==> config.mk <==
export PLATFORM = sky130hd
export DESIGN_NAME = delta_zero_run_encoder
export DESIGN_NICKNAME = d
export VERILOG_FILES = /design/src/rtl/core/dzr_pkg.sv /design/src/rtl/core/delta_zero_run_encoder.sv /design/src/rtl/core/dzr_front.sv /design/src/rtl/core/dzr_queue.sv /design/src/rtl/core/dzr_back.sv
export SDC_FILE = /design/constraint.sdc
export NUM_CORES = 1
export LEC_CHECK = 0
export BUFFER_PORTS_ARGS = -buffer_cell sky130_fd_sc_hd__buf_2
export CORE_ASPECT_RATIO = 1.1
export CORE_MARGIN = 2
export CORE_UTILIZATION = 47
export CTS_BUF_LIST = sky130_fd_sc_hd__clkbuf_2
export DETAILED_ROUTE_END_ITERATION = 16
export PLACE_DENSITY = 0.66
export SETUP_SLACK_MARGIN = 0.02
export SLEW_MARGIN = 20
export SYNTH_ARGS = -nofsm -noshare
export SYNTH_HDL_FRONTEND = slang
export SYNTH_HIERARCHICAL = 1
export SYNTH_SLANG_ARGS = --single-unit
==> constraint.sdc <==
create_clock -name clk -period 5.5 [get_ports clk]
set_input_delay 0.275 -clock clk [delete_from_list [all_inputs] [get_ports clk]]
set_output_delay 0.275 -clock clk [all_outputs]
set_load 0.01 [all_outputs]
==> src/rtl/core/dzr_pkg.sv <==
`timescale 1ns / 1ps
package dzr_pkg;

  localparam int unsigned MaxBytes = 5;
  localparam logic [7:0] RunLimit = 8'hFF;
  localparam logic [7:0] RunTag = 8'h00;
  localparam logic [7:0] DiffTag = 8'h01;

  typedef struct packed {
    logic [31:0] sample;
    logic        first_of_series;
    logic        last_of_series;
    logic        wide_series;
  } samp_t;

  typedef struct packed {
    logic [7:0] out_byte;
    logic       last_of_item;
    logic       series_done;
  } code_t;

  typedef struct packed {
    logic [MaxBytes-1:0][7:0] bytes;
    logic [2:0]               count;
    logic                     last;
  } cmd_t;

  typedef struct packed {
    logic full;
    logic empty;
  } q_stat_t;

endpackage

==> src/rtl/core/delta_zero_run_encoder.sv <==
`timescale 1ns / 1ps
// Delta encoder with zero-run compression.
// Input channel samp (samp_valid / samp_stall): one sample per transaction,
// marked first_of_series / last_of_series; wide_series is read on the first
// sample and selects a 4-byte header, else a 2-byte header.
// Output channel code (code_valid / code_stall): one byte per transaction,
// with last_of_item on the final byte of a sample and series_done on the
// final byte of a series. A sample gives 0 to 5 bytes.
// The front stage encodes a sample in the cycle it is accepted and pushes a
// byte group into a QUEUE_DEPTH-entry queue; the back stage sends one byte a
// cycle from the queue head unless stalled, through a registered output.
// Throughput: one sample per cycle into the queue while it is not full, one
// byte per cycle out while code_stall is low; the output port sets the rate.
// samp_stall rises while the queue is full; a stalled output holds its byte
// and the queue keeps filling. Reset clears the previous sample, the pending
// run and the series width, and empties the queue.
module delta_zero_run_encoder
  import dzr_pkg::*;
#(
  parameter int unsigned QUEUE_DEPTH = 4
) (
  input  logic  clk,
  input  logic  rst,
  input  logic  samp_valid,
  output logic  samp_stall,
  input  samp_t samp,
  output logic  code_valid,
  input  logic  code_stall,
  output code_t code
);

  logic    push;
  logic    pop;
  cmd_t    cmd;
  cmd_t    head;
  q_stat_t stat;

  dzr_front u_front (
    .clk        (clk),
    .rst        (rst),
    .samp_valid (samp_valid),
    .samp       (samp),
    .q_full     (stat.full),
    .samp_stall (samp_stall),
    .push       (push),
    .cmd        (cmd)
  );

  dzr_queue #(
    .DEPTH (QUEUE_DEPTH)
  ) u_queue (
    .clk      (clk),
    .rst      (rst),
    .push     (push),
    .push_cmd (cmd),
    .pop      (pop),
    .head     (head),
    .stat     (stat)
  );

  dzr_back u_back (
    .clk        (clk),
    .rst        (rst),
    .head       (head),
    .stat       (stat),
    .pop        (pop),
    .code_valid (code_valid),
    .code_stall (code_stall),
    .code       (code)
  );

  a_done_is_final: assert property (@(posedge clk) disable iff (rst)
    code_valid && code.series_done |-> code.last_of_item)
    else $error("series_done without last_of_item");

  a_reset_idle: assert property (@(posedge clk)
    !rst && $past(rst) |-> !code_valid)
    else $error("output valid right after reset");

  a_header_queued: assert property (@(posedge clk) disable iff (rst)
    samp_valid && !samp_stall && samp.first_of_series |=> !stat.empty)
    else $error("header bytes not queued");

  a_stall_when_full: assert property (@(posedge clk) disable iff (rst)
    samp_stall |-> !stat.empty)
    else $error("input stalled with empty queue");

endmodule

==> src/rtl/core/dzr_front.sv <==
`timescale 1ns / 1ps
module dzr_front
  import dzr_pkg::*;
(
  input  logic  clk,
  input  logic  rst,
  input  logic  samp_valid,
  input  samp_t samp,
  input  logic  q_full,
  output logic  samp_stall,
  output logic  push,
  output cmd_t  cmd
);

  logic [31:0] previous_sample;
  logic [31:0] previous_sample_next;
  logic [7:0]  zero_run;
  logic [7:0]  zero_run_next;
  logic        wide_mode;
  logic        wide_mode_next;
  logic [31:0] cur;
  logic [31:0] diff;
  logic [7:0]  run_inc;
  logic        accept;

  assign samp_stall = q_full;
  assign accept     = samp_valid && !q_full;
  assign push       = accept && (cmd.count != 3'd0);

  always_comb begin
    cur     = wide_mode ? samp.sample : {16'h0000, samp.sample[15:0]};
    diff    = cur - previous_sample;
    if (!wide_mode) begin
      diff[31:16] = 16'h0000;
    end
    run_inc = zero_run + 8'd1;

    previous_sample_next = cur;
    zero_run_next        = zero_run;
    wide_mode_next       = wide_mode;
    cmd.bytes            = '0;
    cmd.count            = 3'd0;
    cmd.last             = samp.last_of_series;

    if (samp.first_of_series) begin
      wide_mode_next = samp.wide_series;
      zero_run_next  = 8'd0;
      if (samp.wide_series) begin
        previous_sample_next = samp.sample;
        cmd.bytes[0] = samp.sample[31:24];
        cmd.bytes[1] = samp.sample[23:16];
        cmd.bytes[2] = samp.sample[15:8];
        cmd.bytes[3] = samp.sample[7:0];
        cmd.count    = 3'd4;
      end else begin
        previous_sample_next = {16'h0000, samp.sample[15:0]};
        cmd.bytes[0] = samp.sample[15:8];
        cmd.bytes[1] = samp.sample[7:0];
        cmd.count    = 3'd2;
      end
    end else if (diff == 32'd0) begin
      if (run_inc == RunLimit || samp.last_of_series) begin
        cmd.bytes[0]  = RunTag;
        cmd.bytes[1]  = run_inc;
        cmd.count     = 3'd2;
        zero_run_next = 8'd0;
      end else begin
        zero_run_next = run_inc;
      end
    end else begin
      zero_run_next = 8'd0;
      if (zero_run != 8'd0) begin
        cmd.bytes[0] = RunTag;
        cmd.bytes[1] = zero_run;
        cmd.bytes[2] = DiffTag;
        cmd.bytes[3] = diff[15:8];
        cmd.bytes[4] = diff[7:0];
        cmd.count    = 3'd5;
      end else begin
        cmd.bytes[0] = DiffTag;
        cmd.bytes[1] = diff[15:8];
        cmd.bytes[2] = diff[7:0];
        cmd.count    = 3'd3;
      end
    end
  end

  always_ff @(posedge clk) begin
    if (rst) begin
      previous_sample <= 32'd0;
      zero_run        <= 8'd0;
      wide_mode       <= 1'b0;
    end else if (accept) begin
      previous_sample <= previous_sample_next;
      zero_run        <= zero_run_next;
      wide_mode       <= wide_mode_next;
    end
  end

endmodule

==> src/rtl/core/dzr_queue.sv <==
`timescale 1ns / 1ps
module dzr_queue
  import dzr_pkg::*;
#(
  parameter int unsigned DEPTH = 4
) (
  input  logic    clk,
  input  logic    rst,
  input  logic    push,
  input  cmd_t    push_cmd,
  input  logic    pop,
  output cmd_t    head,
  output q_stat_t stat
);

  localparam int unsigned PtrW = (DEPTH > 1) ? $clog2(DEPTH) : 1;
  localparam int unsigned CntW = $clog2(DEPTH + 1);
  localparam logic [PtrW-1:0] LastPtr = PtrW'(DEPTH - 1);
  localparam logic [CntW-1:0] FullCnt = CntW'(DEPTH);

  cmd_t            entries [DEPTH];
  logic [PtrW-1:0] wr_ptr;
  logic [PtrW-1:0] rd_ptr;
  logic [CntW-1:0] fill;

  assign head       = entries[rd_ptr];
  assign stat.full  = (fill == FullCnt);
  assign stat.empty = (fill == '0);

  always_ff @(posedge clk) begin
    if (push) begin
      entries[wr_ptr] <= push_cmd;
    end
  end

  always_ff @(posedge clk) begin
    if (rst) begin
      wr_ptr <= '0;
      rd_ptr <= '0;
      fill   <= '0;
    end else begin
      if (push) begin
        wr_ptr <= (wr_ptr == LastPtr) ? '0 : wr_ptr + 1'b1;
      end
      if (pop) begin
        rd_ptr <= (rd_ptr == LastPtr) ? '0 : rd_ptr + 1'b1;
      end
      case ({push, pop})
        2'b10:   fill <= fill + 1'b1;
        2'b01:   fill <= fill - 1'b1;
        default: fill <= fill;
      endcase
    end
  end

endmodule

==> src/rtl/core/dzr_back.sv <==
`timescale 1ns / 1ps
module dzr_back
  import dzr_pkg::*;
(
  input  logic    clk,
  input  logic    rst,
  input  cmd_t    head,
  input  q_stat_t stat,
  output logic    pop,
  output logic    code_valid,
  input  logic    code_stall,
  output code_t   code
);

  logic [2:0] idx;
  logic       load;
  logic       final_byte;

  assign load       = !stat.empty && (!code_valid || !code_stall);
  assign final_byte = (idx == head.count - 3'd1);
  assign pop        = load && final_byte;

  always_ff @(posedge clk) begin
    if (rst) begin
      code_valid <= 1'b0;
      idx        <= 3'd0;
    end else begin
      if (load) begin
        code_valid <= 1'b1;
        idx        <= final_byte ? 3'd0 : idx + 3'd1;
      end else if (!code_stall) begin
        code_valid <= 1'b0;
      end
    end
  end

  always_ff @(posedge clk) begin
    if (load) begin
      code.out_byte     <= head.bytes[idx];
      code.last_of_item <= final_byte;
      code.series_done  <= final_byte && head.last;
    end
  end

endmodule
==> results of run 1 <==
## logic make-up after synthesis
kind of cell | Yosys count | synth area share, %
buf+inv | 124 | 4.99
flops | 240 | 52.4
compound gates | 232 | 12.5
simple gates | 298 | 12.0
fa+ha+maj | 44 | 4.45
mux | 73 | 11.0
xor+xnor | 36 | 2.61
## power groups by stage
stage	Combinational [mW]	Sequential, mW	Clock (mW)
global route	1.27	2.25	1.39
global placement	1.09	2.27	0
finish	1.16	2.23	1.26
floorplan	0.818	2.25	0
CTS	1.16	2.23	1.30
detailed placement	1.10	2.27	0
## final timing paths
| check | slack [ns] | end | start |
|---|---|---|---|
| worst min-delay path | 0.26 | u_queue/entries[0][0]$_DFFE_PP_ | samp[1] |
| worst max register to register | 0.68 | u_queue/fill[2]$_SDFFE_PP0P_ | u_front/wide_mode$_SDFFE_PP0P_ |
| worst max-delay path | 0.68 | u_queue/fill[2]$_SDFFE_PP0P_ | u_front/wide_mode$_SDFFE_PP0P_ |
| worst min register to register | 0.47 | u_front/previous_sample[13]$_SDFFE_PP0P_ | u_front/previous_sample[13]$_SDFFE_PP0P_ |
## registers in the layout (all words and copies together) (netlist names), named ones only
signal	count
u_queue/fill	3
u_back/code_valid	1
u_queue/wr_ptr	2
u_queue/rd_ptr	2
u_back/code	10
u_front/wide_mode	1
u_front/zero_run	8
u_back/idx	3
u_front/previous_sample	32
u_queue/entries	176
## through the flow
step	power [mW]	worst slack, ns	hold WS [ns]	std cells
finish	4.64	0.685	0.264	1602
global route	4.91	0.340	0.195	1602
CTS	4.69	0.750	0.167	1601
global placement	3.36	0.801	0.443	1412
detailed placement	3.38	0.758	0.448	1412
floorplan	3.07	0.321	0.344	1047
## final cells by class
class / count / area, um^2 / area share (%)
multi-input cells: 683 / 5430 / 37.1
diodes: 1 / 2.50 / 0.0171
clock inverters: 27 / 181 / 1.24
repair buffers: 152 / 1270 / 8.66
inverters: 60 / 225 / 1.54
clock buffers: 82 / 410 / 2.81
well taps: 357 / 447 / 3.05
flip-flops and latches: 240 / 6670 / 45.6
## placed cells by master (no fill, tap or decap), drive strengths merged, types with 17 or more instances in the layout
| cell type | count |
|---|---|
| a21oi | 76 |
| and2 | 29 |
| buf | 72 |
| clkbuf | 82 |
| clkinv | 23 |
| dfxtp | 54 |
| dlygate4sd3 | 80 |
| edfxtp | 186 |
| ha | 42 |
| inv | 62 |
| mux2i | 20 |
| mux4 | 52 |
| nand2 | 92 |
| nand3 | 18 |
| nand4 | 17 |
| nor2 | 67 |
| o21ai | 29 |
| xnor2 | 17 |
| xor2 | 18 |
## metal layers
layer | vias up | track usage (%)
li1 | 4315 | -
met1 | 4507 | 29.7
met2 | 358 | 38.6
met3 | 82 | 4.02
met4 | 4 | 8.30
met5 | - | 0
==> impl_metrics.py, run 1 <==
metrics = {
    "clocking": {
        "ctsHoldBuffers": 80,
        "clock_tree.root_cell": "sky130_fd_sc_hd__clkbuf_2",
        "clkSlewWorstSetupHoldPaths_ns": 0.11,
        "postCtsSetupBuffers": 0,
        "clock_insertion_delay_worst_skew_ns": 0.91,
        "cts_buffers": 58,
        "clock_sink_count": 240,
        "cts_resized": 0,
        "cts.htree.levels": 2,
        "cts_tree": "yes",
        "max-clock-path-buffers": 3,
    },
    "drt": {
        "routed-wl-met2_mm": 15.3,
        "routedLengthMet1_mm": 13.5,
        "detailedRoute.firstPassIterationCount": 5,
        "detail_route.iter0.violations": 850,
        "routed-via-count": 9266,
        "route.detailed.vias_per_inst": 5.78,
        "route.met3.wl_mm": 2.01,
        "antenna_left": 0,
        "remaining_drc_errors": 0,
        "routed.top_layer": "met5",
        "wirelength_mm": 31.9,
        "wire_per_inst_um": 19.9,
    },
    "power": {
        "ir_worst_vdd_mv": 0.237,
        "power_per_standard_cell_area_nw_per_um2": 317,
        "cellLeakagePower_nw": 5.42,
        "clkPwrFrac_pct": 27.1,
        "netSwitchingFraction_pct": 31.7,
        "total_switching_power_mw": 1.47,
        "power.combinational.fraction_pct": 25.0,
        "internal_power_mw": 3.17,
        "power.sequential.fraction_pct": 48.0,
    },
    "worst_setup_path": {
        "critical_path.startpoint_type": "flip-flop",
        "cp_data_arrival_time_ns": 5.63,
        "crit_top_cell": "sky130_fd_sc_hd__a21oi_1",
        "endpoint_kind": "flip-flop",
        "cp.required_ns": 6.31,
        "critical_path.slowest_cell": "sky130_fd_sc_hd__a21oi_1",
        "critical_path.max_fanout": 11,
        "crit_type": "reg -> reg",
        "worst-path-buf-inv": 3,
        "critical_path_cell_count": 20,
        "worst-r2r-cell-count": 20,
        "top_delay_family_on_crit_path": "compound AO/OA/AOI/OAI gates",
        "critical_path.cell_chain": "buf_4 -> and2_1 -> ha_1 -> a21oi_1 -> o21bai_1 -> a21oi_1 -> o21ai_0 -> a31oi_1 -> nor2_1 -> or3b_1 -> nor4_1 -> a41o_1 -> a21oi_1 -> inv_1 -> ha_1 -> inv_1 -> fa_1 -> xor2_1 -> or3_1 -> a21oi_1",
        "critical-path-max-stage-delay_ns": 0.43,
    },
    "grt": {
        "grt_pass1_wl_mm": 50.5,
        "pin_count_of_the_biggest_net_entering_global_routing": 60,
        "grt_antenna_before_repair": 2,
        "number_of_global_route_vias_before_repair": 9114,
        "globalRouteTotalUtil_pct": 22.8,
        "total_congestion_overflow": 0,
    },
    "floorplan": {
        "top_level_ports": 51,
        "die_w_um": 161,
        "core_region_area_um2": 26800,
        "initial_utilization_pct": 47.4,
        "floorplan.die.height_um": 176,
        "core.rowCount": 63,
        "dieArea_um2": 28400,
    },
    "yosys": {
        "ys_seq_elements": 240,
        "synth.top_cell.area_share_pct": 43.9,
        "ys.flop_type": "sky130_fd_sc_hd__edfxtp_1",
        "async_reset_ff_share_pct": 0,
        "synth.avg_cell_area_um2": 12.1,
        "synthTopCellsByCount": "sky130_fd_sc_hd__edfxtp_1 (186), sky130_fd_sc_hd__nand2_1 (92), sky130_fd_sc_hd__a21oi_1 (72), sky130_fd_sc_hd__nor2_1 (65), sky130_fd_sc_hd__inv_1 (60)",
        "synth_top_cells_by_area": "sky130_fd_sc_hd__edfxtp_1 (44%), sky130_fd_sc_hd__dfxtp_1 (8.5%), sky130_fd_sc_hd__mux4_2 (8.5%)",
        "yosysTopAreaCell": "sky130_fd_sc_hd__edfxtp_1",
        "synth.yosys.seq_area_share_pct": 52.4,
        "synthesis.yosys.warnings": 6,
        "synth_nets": 1130,
        "synth_cell_types": 83,
        "synth_most_common_cell": "sky130_fd_sc_hd__edfxtp_1",
        "syn-instance-count": 1047,
        "number_of_enable_type_register_cells_in_the_synthesized_netlist": 186,
        "mappedNetlistArea_um2": 12700,
    },
    "layout": {
        "num-fill-cells": 2306,
        "area.growth.synth_to_final_pct": 15.1,
        "post-route-util_pct": 54.6,
        "layout-drive-gt1-share_pct": 19.7,
        "layout.nets": 1278,
        "finalInstanceArea_um2": 14600,
    },
    "timing": {
        "final-setup-viol-count": 0,
        "worstMarginPinSlew_ns": 0.929,
        "clock-skew-final_ns": 0.0971,
        "timing_max_transition_violations_final": 0,
        "rsz0062_at_grt": "no",
        "maxClockFrequency_mhz": 208,
        "setup_tns_final_ns": 0,
        "relSlewSlack_pct": 38.0,
        "finalHoldViolCount": 0,
        "min_period_over_period_pct": 87.6,
        "period_needed_ns": 4.82,
    },
    "placed_design": {
        "place_area_um2": 13200,
        "port-buffer-count": 50,
        "dpl_wire_length_mm": 21.4,
        "routabilityCongestion": 0.974,
    },
    "job": {
        "cap_viol_max_count": 0,
    },
    "min_path": {
        "hold_depth": 2,
        "hold_class": "in -> reg",
    },
    "run_status": {
        "outcome": "completed",
    },
}
(Power assumes the default switching activity.)
==> run 2, diff against run 1 <==
MAX_ROUTING_LAYER = met4   (was not set)
PLACE_DENSITY = 0.64   (was 0.66)
==> impl_metrics.py, run 2 (synthesis gave the netlist of run 1 again) <==
metrics = {
    "clocking": {
        "cts_buffers": 60,
        "postCtsSetupBuffers": 0,
        "cts_tree": "yes",
        "clock_sink_count": 240,
        "cts_resized": 0,
        "max-clock-path-buffers": 3,
        "clock_insertion_delay_worst_skew_ns": 0.92,
        "clkSlewWorstSetupHoldPaths_ns": 0.11,
        "cts.htree.levels": 2,
        "clock_tree.root_cell": "sky130_fd_sc_hd__clkbuf_2",
        "ctsHoldBuffers": 88,
    },
    "layout": {
        "commonest_cells_after_routing_fill_and_taps_aside": "sky130_fd_sc_hd__edfxtp_1 (186), sky130_fd_sc_hd__nand2_1 (92), sky130_fd_sc_hd__dlygate4sd3_1 (88)",
        "largest_registers_in_the_final_layout": "u_queue/entries (176), u_front/previous_sample (32), u_back/code (10)",
        "finalInstanceArea_um2": 14700,
        "largest_register_ffs": 176,
        "layout-drive-gt1-share_pct": 19.6,
        "layout.nets": 1289,
        "largest-register": "u_queue/entries",
        "post-route-util_pct": 55.0,
        "layout_commonest_cell": "sky130_fd_sc_hd__edfxtp_1",
        "area.growth.synth_to_final_pct": 16.0,
    },
    "worst_setup_path": {
        "cp.required_ns": 6.04,
        "worst-r2r-cell-count": 15,
        "endpoint_kind": "flip-flop",
        "critical-path-max-stage-delay_ns": 0.50,
        "critical_path.startpoint_type": "flip-flop",
        "critical_path.cell_chain": "buf_4 -> and2_1 -> ha_1 -> nand2_1 -> a2111oi_2 -> o211ai_1 -> a31oi_2 -> nor4b_1 -> or3b_1 -> nor4_1 -> a41o_1 -> a21oi_1 -> buf_4 -> and2_2 -> buf_12",
        "cp_data_arrival_time_ns": 5.52,
        "critical_path.slowest_cell": "sky130_fd_sc_hd__a2111oi_2",
        "critical_path.max_fanout": 34,
        "crit_type": "reg -> reg",
        "crit_top_cell": "sky130_fd_sc_hd__buf_4",
    },
    "drt": {
        "wire_per_inst_um": 19.9,
        "detail_route.iter0.violations": 626,
        "routed-via-count": 9244,
        "wirelength_mm": 32.2,
        "antenna_left": 0,
        "detailedRoute.firstPassIterationCount": 5,
        "route.detailed.vias_per_inst": 5.72,
        "remaining_drc_errors": 0,
    },
    "power": {
        "ir_worst_vdd_mv": 0.194,
        "power_per_standard_cell_area_nw_per_um2": 318,
        "cellLeakagePower_nw": 5.49,
    },
    "placed_design": {
        "routabilityCongestion": 0.936,
        "place_area_um2": 13200,
        "port-buffer-count": 50,
        "dpl_wire_length_mm": 21.6,
    },
    "timing": {
        "setup_tns_final_ns": 0,
        "maxClockFrequency_mhz": 201,
        "rsz0062_at_grt": "no",
        "worstMarginPinSlew_ns": 0.961,
        "period_needed_ns": 4.98,
        "min_period_over_period_pct": 90.5,
        "relSlewSlack_pct": 35.3,
        "clock-skew-final_ns": 0.0753,
        "final-setup-viol-count": 0,
        "finalHoldViolCount": 0,
        "timing_max_transition_violations_final": 0,
    },
    "grt": {
        "pin_count_of_the_biggest_net_entering_global_routing": 60,
        "total_congestion_overflow": 0,
        "number_of_global_route_vias_before_repair": 9178,
        "grt_antenna_before_repair": 1,
        "grt_pass1_wl_mm": 50.4,
        "globalRouteTotalUtil_pct": 23.6,
    },
    "floorplan": {
        "initial_utilization_pct": 47.4,
        "core_region_area_um2": 26800,
        "die_w_um": 161,
        "top_level_ports": 51,
        "core.rowCount": 63,
        "floorplan.die.height_um": 176,
        "dieArea_um2": 28400,
    },
    "min_path": {
        "hold_class": "in -> reg",
        "hold_depth": 2,
    },
    "job": {
        "cap_viol_max_count": 0,
    },
    "run_status": {
        "outcome": "completed",
    },
}
==> run 2: cell type report <==
class                      instances  area [um^2]
sequential                       240         6670
multi-input combinational        683         5430
antenna                            2         5.00
fill                            2316        12100
timing repair buffer             161         1350
inverter                          60          225
tap                              357          447
clock inverter                    32          216
clock buffer                      81          405
==> run 2: worst paths after layout <==
path | from | to | slack, ns
max reg2reg | u_front/wide_mode$_SDFFE_PP0P_ | u_queue/entries[0][24]$_DFFE_PP_ | 0.52
min reg2reg | u_queue/fill[2]$_SDFFE_PP0P_ | u_queue/fill[2]$_SDFFE_PP0P_ | 0.52
min | samp[1] | u_queue/entries[2][0]$_DFFE_PP_ | 0.23
max | u_front/wide_mode$_SDFFE_PP0P_ | u_queue/entries[0][24]$_DFFE_PP_ | 0.52
==> run 2: routing by layer <==
metal	global-route usage [%]	routed length, um
met5	-	0
met4	9.23	1030
met3	4.35	1810
met2	37.9	15600
met1	30.0	13800
==> run 2: report_power, final <==
part / internal (mW) / total, mW / switching (mW) / leakage [nW]
Combinational: 0.512 / 1.18 / 0.663 / 2.86
Clock: 0.558 / 1.30 / 0.741 / 0.439
Sequential: 2.15 / 2.22 / 0.0720 / 2.19
==> run 2: critical path: cells and delay by family, from the launching register on <==
kind / cells / cell delay [ns]
AND/OR/NAND/NOR: 6 / 1.32
adder cells (fa/ha/maj): 1 / 0.42
AO/OA/AOI/OAI: 5 / 1.73
flip-flops: 1 / 0.43
buffers and inverters: 3 / 0.70
==> run 2: through the flow <==
stage | setup slack (ns) | cells | hold slack [ns] | power (mW)
2_1_floorplan | 0.321 | 1047 | 0.344 | 3.07
3_3_place_gp | 0.678 | 1413 | 0.442 | 3.37
3_5_place_dp | 0.646 | 1413 | 0.448 | 3.38
4_1_cts | 0.603 | 1614 | 0.127 | 4.74
5_1_grt | 0.275 | 1616 | 0.149 | 4.96
6_report | 0.523 | 1616 | 0.230 | 4.69
==> run 3, diff against run 2 <==
CELL_PAD_IN_SITES_DETAIL_PLACEMENT = 2   (was not set)
CELL_PAD_IN_SITES_GLOBAL_PLACEMENT = 2   (was not set)
CORE_UTILIZATION = 40   (was 47)
PLACE_DENSITY = 0.76   (was 0.64)
REMOVE_ABC_BUFFERS = 1   (was not set)
==> impl_metrics.py, run 3 (synthesis gave the netlist of run 1 again) <==
metrics = {
    "run_status": {
        "outcome": "completed",
    },
    "power": {
        "netSwitchingFraction_pct": 34.5,
        "total_switching_power_mw": 1.63,
        "power.combinational.fraction_pct": 26.2,
        "clkPwrFrac_pct": 26.7,
        "internal_power_mw": 3.11,
        "cellLeakagePower_nw": 5.34,
        "power.sequential.fraction_pct": 47.1,
        "ir_worst_vdd_mv": 0.134,
        "post-layout-total-power_mw": 4.74,
        "power_per_standard_cell_area_nw_per_um2": 327,
    },
    "grt": {
        "grt_antenna_before_repair": 2,
        "grt_pass1_wl_mm": 66.3,
        "pin_count_of_the_biggest_net_entering_global_routing": 48,
        "number_of_global_route_vias_before_repair": 10709,
        "total_congestion_overflow": 0,
        "globalRouteTotalUtil_pct": 27.1,
    },
    "timing": {
        "setup_tns_final_ns": 0,
        "maxClockFrequency_mhz": 193,
        "finalHoldViolCount": 0,
        "timing_max_transition_violations_final": 0,
        "fin_ws_ns": 0.329,
        "min_period_over_period_pct": 94.0,
        "final-setup-viol-count": 0,
        "clock-skew-final_ns": 0.140,
        "rsz0062_at_grt": "no",
        "relSlewSlack_pct": 24.9,
        "worstMarginPinSlew_ns": 1.12,
        "period_needed_ns": 5.17,
    },
    "worst_setup_path": {
        "ff2ff_setup_slack_ns": 0.33,
        "worst-r2r-cell-count": 13,
        "critical_path.max_fanout": 26,
        "cp.required_ns": 6.05,
        "setup.worst_path.start": "u_front/wide_mode$_SDFFE_PP0P_",
        "worstSetupEndpoint": "u_queue/entries[1][38]$_DFFE_PP_",
        "worstReg2RegEnd": "u_queue/entries[1][38]$_DFFE_PP_",
        "reg_to_reg_critical_path_startpoint": "u_front/wide_mode$_SDFFE_PP0P_",
        "endpoint_kind": "flip-flop",
        "cp_data_arrival_time_ns": 5.72,
        "crit_type": "reg -> reg",
        "critical_path.startpoint_type": "flip-flop",
    },
    "job": {
        "cap_viol_max_count": 0,
    },
    "drt": {
        "wire_per_inst_um": 25.8,
        "antenna_left": 0,
        "detail_route.iter0.violations": 630,
        "route.detailed.vias_per_inst": 5.72,
        "routed-via-count": 9469,
        "detailedRoute.firstPassIterationCount": 4,
        "wirelength_mm": 42.7,
        "remaining_drc_errors": 0,
    },
    "layout": {
        "commonest_cells_after_routing_fill_and_taps_aside": "sky130_fd_sc_hd__edfxtp_1 (186), sky130_fd_sc_hd__nand2_1 (92), sky130_fd_sc_hd__clkbuf_2 (79)",
        "ff_latch_area_um2": 6670,
        "largest-register": "u_queue/entries",
        "layout-drive-gt1-share_pct": 20.1,
        "layout_commonest_cell": "sky130_fd_sc_hd__edfxtp_1",
        "layout.nets": 1264,
        "largest_register_ffs": 176,
        "finalInstanceArea_um2": 14500,
        "largest_registers_in_the_final_layout": "u_queue/entries (176), u_front/previous_sample (32), u_back/code (10)",
        "multiInputGateArea_um2": 5430,
        "area.growth.synth_to_final_pct": 14.3,
        "post-route-util_pct": 46.4,
        "num-fill-cells": 3259,
    },
    "placed_design": {
        "routabilityCongestion": 0.945,
        "place_ws_ns": -0.0464,
        "port-buffer-count": 50,
        "place_area_um2": 13300,
        "dpl_wire_length_mm": 29.1,
    },
    "floorplan": {
        "core.rowCount": 68,
        "floorplan.die.height_um": 191,
        "dieArea_um2": 33200,
        "initial_utilization_pct": 40.6,
        "core_region_area_um2": 31300,
        "top_level_ports": 51,
        "die_w_um": 174,
    },
    "clocking": {
        "clock_tree.root_cell": "sky130_fd_sc_hd__clkbuf_2",
        "max-clock-path-buffers": 3,
        "cts_tree": "yes",
        "clock_insertion_delay_worst_skew_ns": 0.99,
        "clock_sink_count": 240,
        "cts_buffers": 60,
        "clkSlewWorstSetupHoldPaths_ns": 0.10,
        "cts.htree.levels": 2,
    },
    "min_path": {
        "hold_class": "in -> reg",
    },
}
run 3: cell types whose count changed in the layout (fill, tap and decap cells not counted), sizes merged:
cell / change
clkinv: +5
buf: +1
dlygate4sd3: -26
inv: -1
clkbuf: -2
bufinv: -2
run 3: repair_timing:
item / in CTS / in global routing
buffers inserted: 0 / 1
endpoints found under the setup margin: 23 / 58
pin swaps: 0 / 1
gates resized for setup: 2 / 1
hold buffers: 62 / 0
hold endpoints to repair: 165 / 0
run 3: final cells by class:
class	count	share of cell area (%)
timing repair buffer	136	7.58
clock buffer	79	2.72
sequential	240	45.9
multi-input combinational	683	37.4
tap	420	3.62
clock inverter	34	1.19
inverter	60	1.55
antenna	2	0.0345
run 3: metal layers:
layer  vias up  GRT usage (%)  wire (um)
li1       4280              -          -
met1      4870           32.7      17900
met2       235           47.2      21900
met3        84           3.22       1530
met4         0           9.73       1340
met5         -              -          0
run 3: worst min path at each step:
stage	start	to	slack, ns	cells after the start
2_1_floorplan	rst	u_back/idx[2]$_SDFFE_PP0P_	0.34	1
3_3_place_gp	u_front/previous_sample[3]$_SDFFE_PP0P_	u_front/previous_sample[3]$_SDFFE_PP0P_	0.44	2
3_5_place_dp	u_front/previous_sample[3]$_SDFFE_PP0P_	u_front/previous_sample[3]$_SDFFE_PP0P_	0.46	2
4_1_cts	samp_valid	u_front/previous_sample[5]$_SDFFE_PP0P_	0.02	5
5_1_grt	samp_valid	u_front/wide_mode$_SDFFE_PP0P_	0.08	5
6_report	samp_valid	u_front/zero_run[1]$_SDFFE_PP0P_	0.1	5
run 3: stage by stage:
step	hold slack [ns]	std cells
detailed placement	0.457	1476
floorplan	0.344	983
global placement	0.443	1476
global route	0.0808	1654
finish	0.0997	1654
CTS	0.0175	1651
run 3: power groups by stage:
| stage | clock network (mW) | registers [mW] | logic [mW] |
|---|---|---|---|
| detailed placement | 0 | 2.28 | 1.20 |
| floorplan | 0 | 2.30 | 0.718 |
| finish | 1.27 | 2.24 | 1.24 |
| global placement | 0 | 2.25 | 1.14 |
| global route | 1.39 | 2.25 | 1.35 |
| CTS | 1.30 | 2.24 | 1.24 |
run 3: critical path, stage by stage, from the launching register on:
cell and delay [ns]:
sky130_fd_sc_hd__dfxtp_2 0.42, sky130_fd_sc_hd__and2_1 0.17, sky130_fd_sc_hd__ha_1 0.42, sky130_fd_sc_hd__nand2_1 0.15, sky130_fd_sc_hd__a2111oi_2 0.54, sky130_fd_sc_hd__o211ai_1 0.16
sky130_fd_sc_hd__buf_4 0.19, sky130_fd_sc_hd__a31oi_2 0.30, sky130_fd_sc_hd__nor4b_1 0.64, sky130_fd_sc_hd__or3b_1 0.22, sky130_fd_sc_hd__nor4_1 0.06, sky130_fd_sc_hd__a41o_1 0.35
sky130_fd_sc_hd__buf_12 0.21, sky130_fd_sc_hd__nor4_1 0.91
